## src/rtl/core/scfe_pkg.sv

```systemverilog
// Shared types, constants and the CRC-8 byte update for the serial command frame encoder.
`default_nettype none

package scfe_pkg;

    // Protocol version codes of the configuration register
    localparam logic [1:0] PVER_V1   = 2'd0;
    localparam logic [1:0] PVER_NEST = 2'd1;
    localparam logic [1:0] PVER_V2   = 2'd2;

    // Input opcodes
    localparam logic OP_START   = 1'b0;
    localparam logic OP_PAYLOAD = 1'b1;

    localparam logic [15:0] JUMBO_LIMIT  = 16'd255;
    localparam logic [15:0] MAX_LEN      = 16'd65529;
    localparam logic [15:0] NEST_OVERHEAD = 16'd6;
    localparam logic [7:0]  NEST_CMD     = 8'd255;
    localparam logic [7:0]  CRC_POLY     = 8'hD5;

    localparam logic [7:0] CHAR_DOLLAR = 8'h24;
    localparam logic [7:0] CHAR_M      = 8'h4D;
    localparam logic [7:0] CHAR_X      = 8'h58;
    localparam logic [7:0] CHAR_GT     = 8'h3E;
    localparam logic [7:0] CHAR_BANG   = 8'h21;

    // One state per emitted byte kind
    typedef enum logic [3:0] {
        ST_IDLE,
        ST_DOLLAR,
        ST_MAGIC,
        ST_DIR,
        ST_V1_SIZE,
        ST_V1_CMD,
        ST_V1_JLO,
        ST_V1_JHI,
        ST_V2_FLAGS,
        ST_V2_CMD_LO,
        ST_V2_CMD_HI,
        ST_V2_LEN_LO,
        ST_V2_LEN_HI,
        ST_PAYLOAD,
        ST_CRC,
        ST_XOR
    } t_step;

    typedef struct packed {
        logic       clear;
        logic       add_xor;
        logic       add_crc;
        logic [7:0] data;
    } t_sum_ctl;

    // CRC-8 DVB-S2, MSB first, test bit 7 then shift
    function automatic logic [7:0] crc8_byte(input logic [7:0] crc, input logic [7:0] b);
        logic [7:0] c;
        c = crc ^ b;
        for (int i = 0; i < 8; i++) begin
            c = c[7] ? ({c[6:0], 1'b0} ^ CRC_POLY) : {c[6:0], 1'b0};
        end
        return c;
    endfunction

endpackage

`default_nettype wire

```

## src/rtl/core/scfe_if.sv

```systemverilog
// Channel interfaces: input items, configuration writes and frame bytes.
`default_nettype none

interface scfe_in_if;
    logic        valid;
    logic        ready;
    logic        opcode;
    logic [15:0] command;
    logic [15:0] payload_length;
    logic        error_reply;
    logic [7:0]  payload_byte;

    modport source(output valid, output opcode, output command, output payload_length,
                   output error_reply, output payload_byte, input ready);
    modport sink(input valid, input opcode, input command, input payload_length,
                 input error_reply, input payload_byte, output ready);
endinterface

interface scfe_cfg_if;
    logic       valid;
    logic       ready;
    logic [1:0] protocol_version;

    modport source(output valid, output protocol_version, input ready);
    modport sink(input valid, input protocol_version, output ready);
endinterface

interface scfe_out_if;
    logic       valid;
    logic       ready;
    logic [7:0] out_byte;
    logic       frame_end;

    modport source(output valid, output out_byte, output frame_end, input ready);
    modport sink(input valid, input out_byte, input frame_end, output ready);
endinterface

`default_nettype wire

```

## src/rtl/core/serial_command_frame_encoder_unit.sv

```systemverilog
// Top level of the serial command frame encoder: item register, byte sequencer, output register.
//
// Channels: i_item takes items (a start item with command, length and error flag, or one
// payload byte), o_frame delivers the encoded frame one byte at a time with frame_end on
// the final checksum byte, i_cfg writes protocol_version (0 v1, 1 v2 inside v1, 2 v2).
// i_cfg is always ready; write it only while no frame bytes are outstanding.
// An accepted item is held in a job register and a sequencer emits its bytes into the
// output register, one byte per cycle while o_frame does not stall. An item's first byte
// reaches o_frame through the state and output registers. A start item emits the header,
// plus checksums for an empty payload; a payload item emits its byte, plus checksums on a
// frame's last byte. The next item is accepted in the cycle the current job emits its last
// byte, so payload bytes stream at one per cycle; payload outside a frame is dropped.
// Reset clears the register to v1, closes any open frame, clears checksums and empties
// the output register. When o_frame stalls, the output register holds its byte, the
// sequencer holds, and i_item.ready drops once the job register is occupied.
`default_nettype none

module serial_command_frame_encoder_unit (
    input  logic        i_clk,
    input  logic        i_rst_n,
    scfe_in_if.sink     i_item,
    scfe_cfg_if.sink    i_cfg,
    scfe_out_if.source  o_frame
);

    scfe_pkg::t_step    r_state;
    scfe_pkg::t_step    n_state;
    scfe_pkg::t_step    n_succ;
    scfe_pkg::t_step    first_step;
    scfe_pkg::t_step    chk_first;
    scfe_pkg::t_sum_ctl sum_ctl;

    logic [1:0]  r_pver;
    logic [15:0] r_cmd;
    logic [15:0] r_len;
    logic        r_err;
    logic [7:0]  r_pb;
    logic [15:0] r_bytes_left;
    logic [15:0] n_bytes_left;
    logic        r_in_frame;
    logic        r_out_valid;
    logic [7:0]  r_out_byte;
    logic        r_out_end;

    logic [7:0]  xor_sum;
    logic [7:0]  crc_sum;

    logic        mode_v2;
    logic        mode_nest;
    logic [15:0] v1_size_val;
    logic        jumbo;

    logic        emit;
    logic [7:0]  step_byte;
    logic        to_xor;
    logic        to_crc;
    logic        step_end;
    logic        step_last;
    logic        out_free;
    logic        fire;
    logic        advance;
    logic        item_ready;
    logic        accept;

    // Register value 3 behaves as v1
    assign mode_v2   = (r_pver == scfe_pkg::PVER_V2);
    assign mode_nest = (r_pver == scfe_pkg::PVER_NEST);

    assign v1_size_val  = mode_nest ? (r_len + scfe_pkg::NEST_OVERHEAD) : r_len;
    assign jumbo        = (v1_size_val >= scfe_pkg::JUMBO_LIMIT);
    assign chk_first    = (mode_nest || mode_v2) ? scfe_pkg::ST_CRC : scfe_pkg::ST_XOR;
    assign n_bytes_left = r_bytes_left - {15'd0, (r_bytes_left != 16'd0)};
    assign first_step   = (i_item.opcode == scfe_pkg::OP_START) ? scfe_pkg::ST_DOLLAR
                                                                : scfe_pkg::ST_PAYLOAD;

    // Byte, checksum coverage and job end for the current step
    always_comb begin
        emit      = 1'b1;
        step_byte = 8'd0;
        to_xor    = 1'b0;
        to_crc    = 1'b0;
        step_end  = 1'b0;
        step_last = 1'b0;
        unique case (r_state)
            scfe_pkg::ST_IDLE: begin
                emit = 1'b0;
            end
            scfe_pkg::ST_DOLLAR: begin
                step_byte = scfe_pkg::CHAR_DOLLAR;
            end
            scfe_pkg::ST_MAGIC: begin
                step_byte = mode_v2 ? scfe_pkg::CHAR_X : scfe_pkg::CHAR_M;
            end
            scfe_pkg::ST_DIR: begin
                step_byte = r_err ? scfe_pkg::CHAR_BANG : scfe_pkg::CHAR_GT;
            end
            scfe_pkg::ST_V1_SIZE: begin
                step_byte = jumbo ? scfe_pkg::JUMBO_LIMIT[7:0] : v1_size_val[7:0];
                to_xor    = 1'b1;
            end
            scfe_pkg::ST_V1_CMD: begin
                step_byte = mode_nest ? scfe_pkg::NEST_CMD : r_cmd[7:0];
                to_xor    = 1'b1;
                step_last = !mode_nest && !jumbo && (r_len != 16'd0);
            end
            scfe_pkg::ST_V1_JLO: begin
                step_byte = v1_size_val[7:0];
                to_xor    = 1'b1;
            end
            scfe_pkg::ST_V1_JHI: begin
                step_byte = v1_size_val[15:8];
                to_xor    = 1'b1;
                step_last = !mode_nest && (r_len != 16'd0);
            end
            scfe_pkg::ST_V2_FLAGS: begin
                step_byte = 8'd0;
                to_xor    = mode_nest;
                to_crc    = 1'b1;
            end
            scfe_pkg::ST_V2_CMD_LO: begin
                step_byte = r_cmd[7:0];
                to_xor    = mode_nest;
                to_crc    = 1'b1;
            end
            scfe_pkg::ST_V2_CMD_HI: begin
                step_byte = r_cmd[15:8];
                to_xor    = mode_nest;
                to_crc    = 1'b1;
            end
            scfe_pkg::ST_V2_LEN_LO: begin
                step_byte = r_len[7:0];
                to_xor    = mode_nest;
                to_crc    = 1'b1;
            end
            scfe_pkg::ST_V2_LEN_HI: begin
                step_byte = r_len[15:8];
                to_xor    = mode_nest;
                to_crc    = 1'b1;
                step_last = (r_len != 16'd0);
            end
            scfe_pkg::ST_PAYLOAD: begin
                // Outside a frame the item is dropped without output
                emit      = r_in_frame;
                step_byte = r_pb;
                to_xor    = !mode_v2;
                to_crc    = mode_v2 || mode_nest;
                step_last = !r_in_frame || (n_bytes_left != 16'd0);
            end
            scfe_pkg::ST_CRC: begin
                step_byte = crc_sum;
                to_xor    = mode_nest;
                step_end  = !mode_nest;
                step_last = !mode_nest;
            end
            scfe_pkg::ST_XOR: begin
                step_byte = xor_sum;
                step_end  = 1'b1;
                step_last = 1'b1;
            end
            default: begin
                emit = 1'b0;
            end
        endcase
    end

    // Successor step within the current job
    always_comb begin
        n_succ = scfe_pkg::ST_IDLE;
        unique case (r_state)
            scfe_pkg::ST_DOLLAR:    n_succ = scfe_pkg::ST_MAGIC;
            scfe_pkg::ST_MAGIC:     n_succ = scfe_pkg::ST_DIR;
            scfe_pkg::ST_DIR:       n_succ = mode_v2 ? scfe_pkg::ST_V2_FLAGS
                                                     : scfe_pkg::ST_V1_SIZE;
            scfe_pkg::ST_V1_SIZE:   n_succ = scfe_pkg::ST_V1_CMD;
            scfe_pkg::ST_V1_CMD: begin
                if (jumbo) begin
                    n_succ = scfe_pkg::ST_V1_JLO;
                end else if (mode_nest) begin
                    n_succ = scfe_pkg::ST_V2_FLAGS;
                end else begin
                    n_succ = chk_first;
                end
            end
            scfe_pkg::ST_V1_JLO:    n_succ = scfe_pkg::ST_V1_JHI;
            scfe_pkg::ST_V1_JHI:    n_succ = mode_nest ? scfe_pkg::ST_V2_FLAGS : chk_first;
            scfe_pkg::ST_V2_FLAGS:  n_succ = scfe_pkg::ST_V2_CMD_LO;
            scfe_pkg::ST_V2_CMD_LO: n_succ = scfe_pkg::ST_V2_CMD_HI;
            scfe_pkg::ST_V2_CMD_HI: n_succ = scfe_pkg::ST_V2_LEN_LO;
            scfe_pkg::ST_V2_LEN_LO: n_succ = scfe_pkg::ST_V2_LEN_HI;
            scfe_pkg::ST_V2_LEN_HI: n_succ = chk_first;
            scfe_pkg::ST_PAYLOAD:   n_succ = chk_first;
            scfe_pkg::ST_CRC:       n_succ = scfe_pkg::ST_XOR;
            scfe_pkg::ST_XOR:       n_succ = scfe_pkg::ST_IDLE;
            scfe_pkg::ST_IDLE:      n_succ = scfe_pkg::ST_IDLE;
            default:                n_succ = scfe_pkg::ST_IDLE;
        endcase
    end

    assign out_free   = !r_out_valid || o_frame.ready;
    assign fire       = emit && out_free;
    assign advance    = fire || ((r_state == scfe_pkg::ST_PAYLOAD) && !r_in_frame);
    assign item_ready = (r_state == scfe_pkg::ST_IDLE) || (advance && step_last);
    assign accept     = i_item.valid && item_ready;

    always_comb begin
        n_state = r_state;
        if (advance && !step_last) begin
            n_state = n_succ;
        end else if (item_ready) begin
            n_state = accept ? first_step : scfe_pkg::ST_IDLE;
        end
    end

    always_ff @(posedge i_clk) begin
        if (!i_rst_n) begin
            r_state <= scfe_pkg::ST_IDLE;
        end else begin
            r_state <= n_state;
        end
    end

    // Job register; length saturates at the protocol maximum
    always_ff @(posedge i_clk) begin
        if (accept) begin
            r_cmd <= i_item.command;
            r_len <= (i_item.payload_length > scfe_pkg::MAX_LEN) ? scfe_pkg::MAX_LEN
                                                                 : i_item.payload_length;
            r_err <= i_item.error_reply;
            r_pb  <= i_item.payload_byte;
        end
    end

    always_ff @(posedge i_clk) begin
        if (!i_rst_n) begin
            r_pver <= scfe_pkg::PVER_V1;
        end else if (i_cfg.valid) begin
            r_pver <= i_cfg.protocol_version;
        end
    end

    always_ff @(posedge i_clk) begin
        if (!i_rst_n) begin
            r_bytes_left <= 16'd0;
            r_in_frame   <= 1'b0;
        end else begin
            if (fire && (r_state == scfe_pkg::ST_DOLLAR)) begin
                r_bytes_left <= r_len;
                r_in_frame   <= 1'b1;
            end else if (fire && (r_state == scfe_pkg::ST_PAYLOAD)) begin
                r_bytes_left <= n_bytes_left;
            end
            if (fire && step_end) begin
                r_in_frame <= 1'b0;
            end
        end
    end

    always_ff @(posedge i_clk) begin
        if (!i_rst_n) begin
            r_out_valid <= 1'b0;
        end else if (fire) begin
            r_out_valid <= 1'b1;
        end else if (o_frame.ready) begin
            r_out_valid <= 1'b0;
        end
    end

    always_ff @(posedge i_clk) begin
        if (fire) begin
            r_out_byte <= step_byte;
            r_out_end  <= step_end;
        end
    end

    always_comb begin
        sum_ctl.clear   = fire && (r_state == scfe_pkg::ST_DOLLAR);
        sum_ctl.add_xor = fire && to_xor;
        sum_ctl.add_crc = fire && to_crc;
        sum_ctl.data    = step_byte;
    end

    scfe_chksum u_chksum (
        .i_clk     (i_clk),
        .i_rst_n   (i_rst_n),
        .i_ctl     (sum_ctl),
        .o_xor_sum (xor_sum),
        .o_crc_sum (crc_sum)
    );

    assign i_item.ready      = item_ready;
    assign i_cfg.ready       = 1'b1;
    assign o_frame.valid     = r_out_valid;
    assign o_frame.out_byte  = r_out_byte;
    assign o_frame.frame_end = r_out_end;

endmodule

`default_nettype wire

```

## src/rtl/core/scfe_chksum.sv

```systemverilog
// Running XOR and CRC-8 checksums over the bytes of one frame.
`default_nettype none

module scfe_chksum (
    input  logic              i_clk,
    input  logic              i_rst_n,
    input  scfe_pkg::t_sum_ctl i_ctl,
    output logic [7:0]        o_xor_sum,
    output logic [7:0]        o_crc_sum
);

    logic [7:0] r_xor_sum;
    logic [7:0] r_crc_sum;

    always_ff @(posedge i_clk) begin
        if (!i_rst_n) begin
            r_xor_sum <= 8'd0;
            r_crc_sum <= 8'd0;
        end else if (i_ctl.clear) begin
            r_xor_sum <= 8'd0;
            r_crc_sum <= 8'd0;
        end else begin
            if (i_ctl.add_xor) begin
                r_xor_sum <= r_xor_sum ^ i_ctl.data;
            end
            if (i_ctl.add_crc) begin
                r_crc_sum <= scfe_pkg::crc8_byte(r_crc_sum, i_ctl.data);
            end
        end
    end

    assign o_xor_sum = r_xor_sum;
    assign o_crc_sum = r_crc_sum;

endmodule

`default_nettype wire

```

## src/flat_wrapper.sv

```systemverilog
// flat-port wrapper written by rule: the top's interface ports become plain ports
module serial_command_frame_encoder_unit_flat 
  (i_clk, i_rst_n, i_item_valid, i_item_opcode, i_item_command, i_item_payload_length, i_item_error_reply, i_item_payload_byte, i_item_ready, i_cfg_valid, i_cfg_protocol_version, i_cfg_ready, o_frame_valid, o_frame_out_byte, o_frame_frame_end, o_frame_ready);
  scfe_in_if i_item_i ();
  scfe_cfg_if i_cfg_i ();
  scfe_out_if o_frame_i ();
  input  logic i_clk;
  input  logic i_rst_n;
  input wire logic [$bits(i_item_i.valid)-1:0] i_item_valid;
  input wire logic [$bits(i_item_i.opcode)-1:0] i_item_opcode;
  input wire logic [$bits(i_item_i.command)-1:0] i_item_command;
  input wire logic [$bits(i_item_i.payload_length)-1:0] i_item_payload_length;
  input wire logic [$bits(i_item_i.error_reply)-1:0] i_item_error_reply;
  input wire logic [$bits(i_item_i.payload_byte)-1:0] i_item_payload_byte;
  output wire logic [$bits(i_item_i.ready)-1:0] i_item_ready;
  input wire logic [$bits(i_cfg_i.valid)-1:0] i_cfg_valid;
  input wire logic [$bits(i_cfg_i.protocol_version)-1:0] i_cfg_protocol_version;
  output wire logic [$bits(i_cfg_i.ready)-1:0] i_cfg_ready;
  output wire logic [$bits(o_frame_i.valid)-1:0] o_frame_valid;
  output wire logic [$bits(o_frame_i.out_byte)-1:0] o_frame_out_byte;
  output wire logic [$bits(o_frame_i.frame_end)-1:0] o_frame_frame_end;
  input wire logic [$bits(o_frame_i.ready)-1:0] o_frame_ready;
  assign i_item_i.valid = i_item_valid;
  assign i_item_i.opcode = i_item_opcode;
  assign i_item_i.command = i_item_command;
  assign i_item_i.payload_length = i_item_payload_length;
  assign i_item_i.error_reply = i_item_error_reply;
  assign i_item_i.payload_byte = i_item_payload_byte;
  assign i_item_ready = i_item_i.ready;
  assign i_cfg_i.valid = i_cfg_valid;
  assign i_cfg_i.protocol_version = i_cfg_protocol_version;
  assign i_cfg_ready = i_cfg_i.ready;
  assign o_frame_valid = o_frame_i.valid;
  assign o_frame_out_byte = o_frame_i.out_byte;
  assign o_frame_frame_end = o_frame_i.frame_end;
  assign o_frame_i.ready = o_frame_ready;
  serial_command_frame_encoder_unit u_core (.i_clk(i_clk), .i_rst_n(i_rst_n), .i_item(i_item_i), .i_cfg(i_cfg_i), .o_frame(o_frame_i));
endmodule
```

## config.mk

```make
export PLATFORM = sky130hd
export DESIGN_NAME = serial_command_frame_encoder_unit_flat
export DESIGN_NICKNAME = d
export VERILOG_FILES = /design/src/rtl/core/scfe_pkg.sv /design/src/rtl/core/scfe_if.sv /design/src/rtl/core/serial_command_frame_encoder_unit.sv /design/src/rtl/core/scfe_chksum.sv /design/src/flat_wrapper.sv
export SDC_FILE = /design/constraint.sdc
export NUM_CORES = 1
export LEC_CHECK = 0
export BUFFER_PORTS_ARGS = -buffer_cell sky130_fd_sc_hd__buf_2
export CAP_MARGIN = 0
export CORE_UTILIZATION = 30
export DETAILED_ROUTE_END_ITERATION = 16
export PLACE_DENSITY_LB_ADDON = 0.3
export REMOVE_ABC_BUFFERS = 1
export SLEW_MARGIN = 15
export SYNTH_ARGS = -nofsm -noshare
export SYNTH_HDL_FRONTEND = slang
export SYNTH_SLANG_ARGS = --single-unit
```

## constraint.sdc

```tcl
create_clock -name i_clk -period 6.4 [get_ports i_clk]
set_clock_uncertainty 0.1 [all_clocks]
set_input_delay 0.32 -clock i_clk [delete_from_list [all_inputs] [get_ports i_clk]]
set_output_delay 0.32 -clock i_clk [all_outputs]
set_load 0.01 [all_outputs]
```

Word-level counts from Yosys, hierarchy flattened

Cells that the tools add are included.

Add/subtract/negate cells: 2
Magnitude comparators: 2
Equality and inequality tests: 17
Muxes and demuxes: 32
Bitwise gates (word level): 11
Reduce and logical (&&, ||, !) cells: 38

Operator list:

| cell                                                                                  | number |
|---|---|
| 8-bit case mux with 14 select lines                                                   | 1 |
| 8-bit 2-to-1 mux                                                                      | 10 |
| 4-bit case mux with 14 select lines                                                   | 1 |
| 16-bit 2-to-1 mux                                                                     | 3 |
| 16-bit nonzero test                                                                   | 3 |
| 5-bit inverter                                                                        | 8 |
| 4-bit equality test (second input constant)                                           | 8 |
| 4-bit 2-to-1 mux                                                                      | 7 |
| 16-bit by 3-bit adder with 16-bit output (second input constant)                      | 1 |
| 4-bit by 3-bit equality test with 1-bit output (second input constant)                | 4 |
| 16-bit by 8-bit greater-or-equal comparator with 1-bit output (second input constant) | 1 |
| 16-bit greater-than comparator (second input constant)                                | 1 |
| 16-bit by 1-bit subtractor with 16-bit output                                         | 1 |
| 8-bit bitwise XOR                                                                     | 2 |
| 1-bit logical AND                                                                     | 13 |
| 5-bit 2-to-1 mux                                                                      | 2 |
| 4-bit by 2-bit equality test with 1-bit output (second input constant)                | 2 |
| 2-bit OR reduction                                                                    | 4 |
| 1-bit logical NOT                                                                     | 6 |
| 1-bit case mux with 2 select lines                                                    | 3 |
| 1-bit case mux with 6 select lines                                                    | 1 |
| 2-bit nonzero test                                                                    | 3 |
| 6-bit OR reduction                                                                    | 1 |
| 1-bit logical OR                                                                      | 5 |
| 9 further kinds                                                                       | 11 |

Register bits: 90
Input port bits: 49
Output and inout port bits: 12
Word-level logic and storage cells: 115

Longest topological paths before layout

Depth in word-level cells: 22
Gate-level depth with buffers: 16

Cells and area by module

Synthesis repeated with hierarchy kept, for this count alone.

Cell total of the unflattened synthesis: 665
Area total of the unflattened synthesis: 5943.2 µm²

By module, submodules not included:

| module                            | instances | cells an instance | area an instance (µm²) |
|---|---|---|---|
| serial_command_frame_encoder_unit | 1         | 574               | 4993.5 |
| scfe_chksum                       | 1         | 91                | 949.7 |

Worst setup path before layout

Ideal clock, no wire load.

Kind: reg-to-reg
From: register u_core.r_bytes_left[6]
To: register u_core.r_cmd[0] (enable)
Library setup time: 0.440 ns
Data arrival time: 4.730 ns
Data required time: 5.860 ns
Setup slack: 1.130 ns
Cell stages (with the launch flop): 16
Clock period less this slack: 5.270 ns
Cells stage by stage: dfxtp_1 clkbuf_1 nor3_1 nand3b_1 or4_1 ha_1 ha_1 nand2b_1 nor3_1 and3_1 o21ai_0 a21oi_1 a21oi_1 nor3_1 a21bo_2 nor2_1

Longest elaborated chain between the ends: 8

Ends and longest elaborated chain:

| what                                            | line                                     | text |
|---|---|---|
| start, declared                                 | serial_command_frame_encoder_unit.sv:38  | `logic [15:0] r_bytes_left;` |
| start signal, assigned                          | serial_command_frame_encoder_unit.sv:247 | `r_bytes_left <= r_len;` |
| start signal, assigned                          | serial_command_frame_encoder_unit.sv:250 | `r_bytes_left <= n_bytes_left;` |
| 16-bit nonzero test                             | serial_command_frame_encoder_unit.sv:72  | `assign n_bytes_left = r_bytes_left - {15'd0, (r_bytes_left != 16'd0)};` |
| 16-bit by 1-bit subtractor with 16-bit output * | serial_command_frame_encoder_unit.sv:72  |  |
| 16-bit nonzero test *                           | serial_command_frame_encoder_unit.sv:147 | `step_last = !r_in_frame \|\| (n_bytes_left != 16'd0);` |
| 1-bit logical OR *                              | serial_command_frame_encoder_unit.sv:147 |  |
| 1-bit case mux with 6 select lines *            | serial_command_frame_encoder_unit.sv:84  | `unique case (r_state)` |
| 1-bit logical AND *                             | serial_command_frame_encoder_unit.sv:202 | `assign item_ready = (r_state == scfe_pkg::ST_IDLE) \|\| (advance && step_last);` |
| 1-bit logical OR *                              | serial_command_frame_encoder_unit.sv:202 |  |
| 1-bit logical AND *                             | serial_command_frame_encoder_unit.sv:203 | `assign accept = i_item.valid && item_ready;` |
| net u_core.accept                               | serial_command_frame_encoder_unit.sv:63  | `logic accept;` |
| end signal, assigned                            | serial_command_frame_encoder_unit.sv:225 | `r_cmd <= i_item.command;` |
| end, declared                                   | serial_command_frame_encoder_unit.sv:34  | `logic [15:0] r_cmd;` |

Mark *: on every way through the listed nets, which the timed path passes. The rest lies on a longest branch.
A chain may end at the register's enable or synchronous reset.

Final worst setup path

From: register u_core.r_bytes_left[6]
To: output port i_item_ready

Longest elaborated chain between the ends: 7

Ends and longest elaborated chain:

| what                                            | line                                     | text |
|---|---|---|
| 16-bit nonzero test                             | serial_command_frame_encoder_unit.sv:72  |  |
| 16-bit by 1-bit subtractor with 16-bit output * | serial_command_frame_encoder_unit.sv:72  |  |
| 16-bit nonzero test *                           | serial_command_frame_encoder_unit.sv:147 |  |
| 1-bit logical OR *                              | serial_command_frame_encoder_unit.sv:147 |  |
| 1-bit case mux with 6 select lines *            | serial_command_frame_encoder_unit.sv:84  |  |
| 1-bit logical AND *                             | serial_command_frame_encoder_unit.sv:202 |  |
| 1-bit logical OR *                              | serial_command_frame_encoder_unit.sv:202 |  |
| end, declared                                   | flat_wrapper.sv:15                       | `output wire logic [$bits(i_item_i.ready)-1:0] i_item_ready;` |

Mark *: on every way between the ends. The rest lies on a longest branch, timed or not.

==> summary.md <==
| Metric | Value |
|---|---|
| Status | finished, final reports clean |
| Leakage power total | about 2.5 nW |
| R2R setup slack | approximately 1.6 ns |
| First-pass GRT wire length | roughly 29 mm |
| Placed Cells | about 1,000 |
| RSZ-0062 raised after global routing | no |
| Vias per std cell | between 5 and 6 |
| CTS clk-pin slew, worst paths | 0.06 ns |
| Final Hold Fails | 0 |
| Number of global-route vias before repair | ~5,100 |
| Final cell count without fillers | 991 |
| Switch share | between 40% and 50% |
| Number of I/O pins | ~60 |
| First-pass DRT Iterations | 7 |
| Clock power share | roughly a fifth |
| Final TNS setup | 0 ns |
| CP Launch Type | flip-flop |
| Post-synth cell types | 86 |
| Top-count cell post-synth | nor2_1 |
| Total number of vias | 5,323 |
| Area post-placement | approximately 0.0066 mm^2 |
| IO Port Bufs | 59 |
| Layout Nets | 770 |
| Pwr dens | 374 mW/mm^2 |
| Yosys top cell area share | around 24% |
| Post-synth top cells | 61 x nor2_1, 53 x nand2_1, 50 x edfxtp_1 |
| Final setup vio count | 0 |
| Seq/Total Area, Yosys | between 30 and 40% |
| CTS Hold Bufs | 0 |
| Relative slew slack | between 30 and 40% |
| Most used flip-flop cell after synthesis | edfxtp_1 |
| Die span in x | about 150 um |
| Cell-internal power | about 1.5 mW |
| CTS buffer count | 9 |
| # H-tree levels | 3 |
| Reg power frac | between 30% and 40% |
| Gp weighted congestion | between 0.8 and 0.9 |
| Clock Tree Root | clkbuf_16 |
| Initial Util | roughly 31% |
| Synth warnings | 0 |
| Detailed Place HPWL | 13.2 mm |
| N_diodes | 0 |
| Die area | around 0.021 mm^2 |
| Initial antenna violation count | 0 |
| Post-DRT Antenna Nets | 0 |
| WL final | 17.9 mm |
| Gates resized, CTS repair | 0 |
| DR iter-0 viols | between 300 and 400 |
| Worst slack at placement | 1.43 ns |
| Clock Tree Buf Depth | 2 |
| Largest net degree at the start of global routing | 42 |
| Design area | 0.00689 mm^2 |
| Post-synth top area cell | edfxtp_1 |
| CTS tree | built |
| Minimum clock period | a little under 5 ns |
| Period utilization | approximately three quarters |
| Total clock sinks | 90 |
| Pins Over Slew Limit | 0 |
| Die Ht | 146 um |
| Core area | between 0.02 and 0.025 mm^2 |
| WL per Instance | around 18 um |
| Clk_lat worst skew | 0.35 ns |
| Type of the most critical hold path | in2reg |
| Post-synth EDFFs | 50 |
| FMAX | between 200 and 250 MHz |
| P_sw | approximately 1.0 mW |
| Top cells by area, synth | edfxtp_1 24%, dfxtp_1 13%, o21ai_0 3.8% |
| CP Max Fanout | 8 |
| Worst EP arrival | roughly 4.4 ns |
| Aggregate global-route resource usage | between 10% and 20% |
| Post-Syn Area | roughly 0.0062 mm^2 |
| Final setup margin | about 1.6 ns |
| Max Cap Viol | 0 |
| Actual slew at the worst max-slew pin | about 0.98 ns |
| Syn_area_per_cell | around 9 um^2 |
| Mapped Cells | 696 |
| # DRC | 0 |
| CP Capture Type | output port |
| WP data required | ~6.0 ns |
| Worst VDD drop | around 0.14 mV |
| Combinational share of power | approximately 46% |
| Grt ovf | 0 |
| Share of flip-flops with an asynchronous set or reset | 0% |
| Area delta synth->final | 11.4% |
| Fraction of layout cells with a size suffix above 1 | 15.5% |
| Post-CTS setup buffers | 0 |
| FF+latch count, synth | 90 |
| Layout Utilization | about 34% |
| Row cnt | 52 |
| WS Path Type | reg2out |
## layer usage
layer | vias up | global-route usage, % | share of wire [%]
li1 | 2576 | - | -
met1 | 2507 | 23.9 | 46
met2 | 214 | 26.9 | 45
met3 | 26 | 3.01 | 6.5
met4 | 0 | 6.53 | 2.0
met5 | - | 0 | 0
## registers in the layout, indices dropped and copies added, names as in the netlist
register,count
u_core.r_pver,2
u_core.r_err,1
u_core.u_chksum.o_xor_sum,8
u_core.r_bytes_left,16
u_core.r_in_frame,1
u_core.u_chksum.o_crc_sum,8
u_core.r_state,4
u_core.r_len,16
u_core.o_frame.out_byte,8
u_core.o_frame.valid,1
u_core.r_cmd,16
u_core.o_frame.frame_end,1
u_core.r_pb,8
## power by group through the flow
| stage | registers (mW) | logic [mW] | clock network, mW |
|---|---|---|---|
| floorplan | 0.870 | 0.828 | 0 |
| global placement | 0.882 | 1.16 | 0 |
| detailed placement | 0.884 | 1.16 | 0 |
| CTS | 0.872 | 1.17 | 0.538 |
| global route | 0.883 | 1.30 | 0.561 |
| finish | 0.872 | 1.18 | 0.526 |
## area by class of cell
cell class | count | area [um^2]
repair buffers | 69 | 390
clock inverters | 6 | 57.6
clock buffers | 10 | 229
inverters | 20 | 75.1
multi-input cells | 526 | 3500
fillers | 2111 | 13300
well taps | 270 | 338
flip-flops and latches | 90 | 2300
## metrics by stage
| stage | hold WS (ns) | total power [mW] |
|---|---|---|
| final | 0.0432 | 2.58 |
| after global routing | 0.0324 | 2.74 |
| after CTS | 0.0326 | 2.58 |
| after detailed placement | 0.398 | 2.05 |
| after global placement | 0.397 | 2.05 |
| after floorplan | 0.319 | 1.70 |
## worst max-delay path, cell delays in order (launching register included)
cell      delay [ns]
dfxtp_1         0.38
nor3_1          0.50
nand3b_1        0.29
or4_1           0.54
ha_1            0.21
ha_1            0.24
nor2b_1         0.16
o21ai_0         0.22
nor2_1          0.07
o32a_1          0.29
nor4_1          0.27
a21oi_1         0.14
nor3_1          0.44
a21oi_1         0.15
buf_2           0.17
## cell families after synthesis
kind of cell | synth area share, %
compound gates | 18.0
xor+xnor | 7.54
fa+ha+maj | 1.01
buf+inv | 6.35
flops | 37.2
mux | 4.63
other cells | 0.0606
simple gates | 25.3
## path summary, 6_finish.rpt
kind,startpoint,endpoint,depth (start not counted)
setup reg to reg,u_core.r_bytes_left[6],u_core.r_pb[2],14
hold reg to reg,u_core.u_chksum.o_xor_sum[0],u_core.u_chksum.o_xor_sum[0],2
setup / recovery,u_core.r_bytes_left[6],i_item_ready,14
hold / removal,i_item_command[5],u_core.r_cmd[5],1
## cell usage in the layout, fill, tap and decap left out, types with 13 or more instances in the layout
cell       n
nor2_1    60
buf_2     59
nand2_1   53
edfxtp_1  50
o21ai_0   47
dfxtp_1   40
a21oi_1   39
nand3_1   29
nor3_1    20
xnor2_1   20
mux2i_1   19
inv_1     19
and2_1    18
xor2_1    18
nand2b_1  17
nor2b_1   14
nor4_1    13
Note: power is estimated with default switching activity, not from simulation.
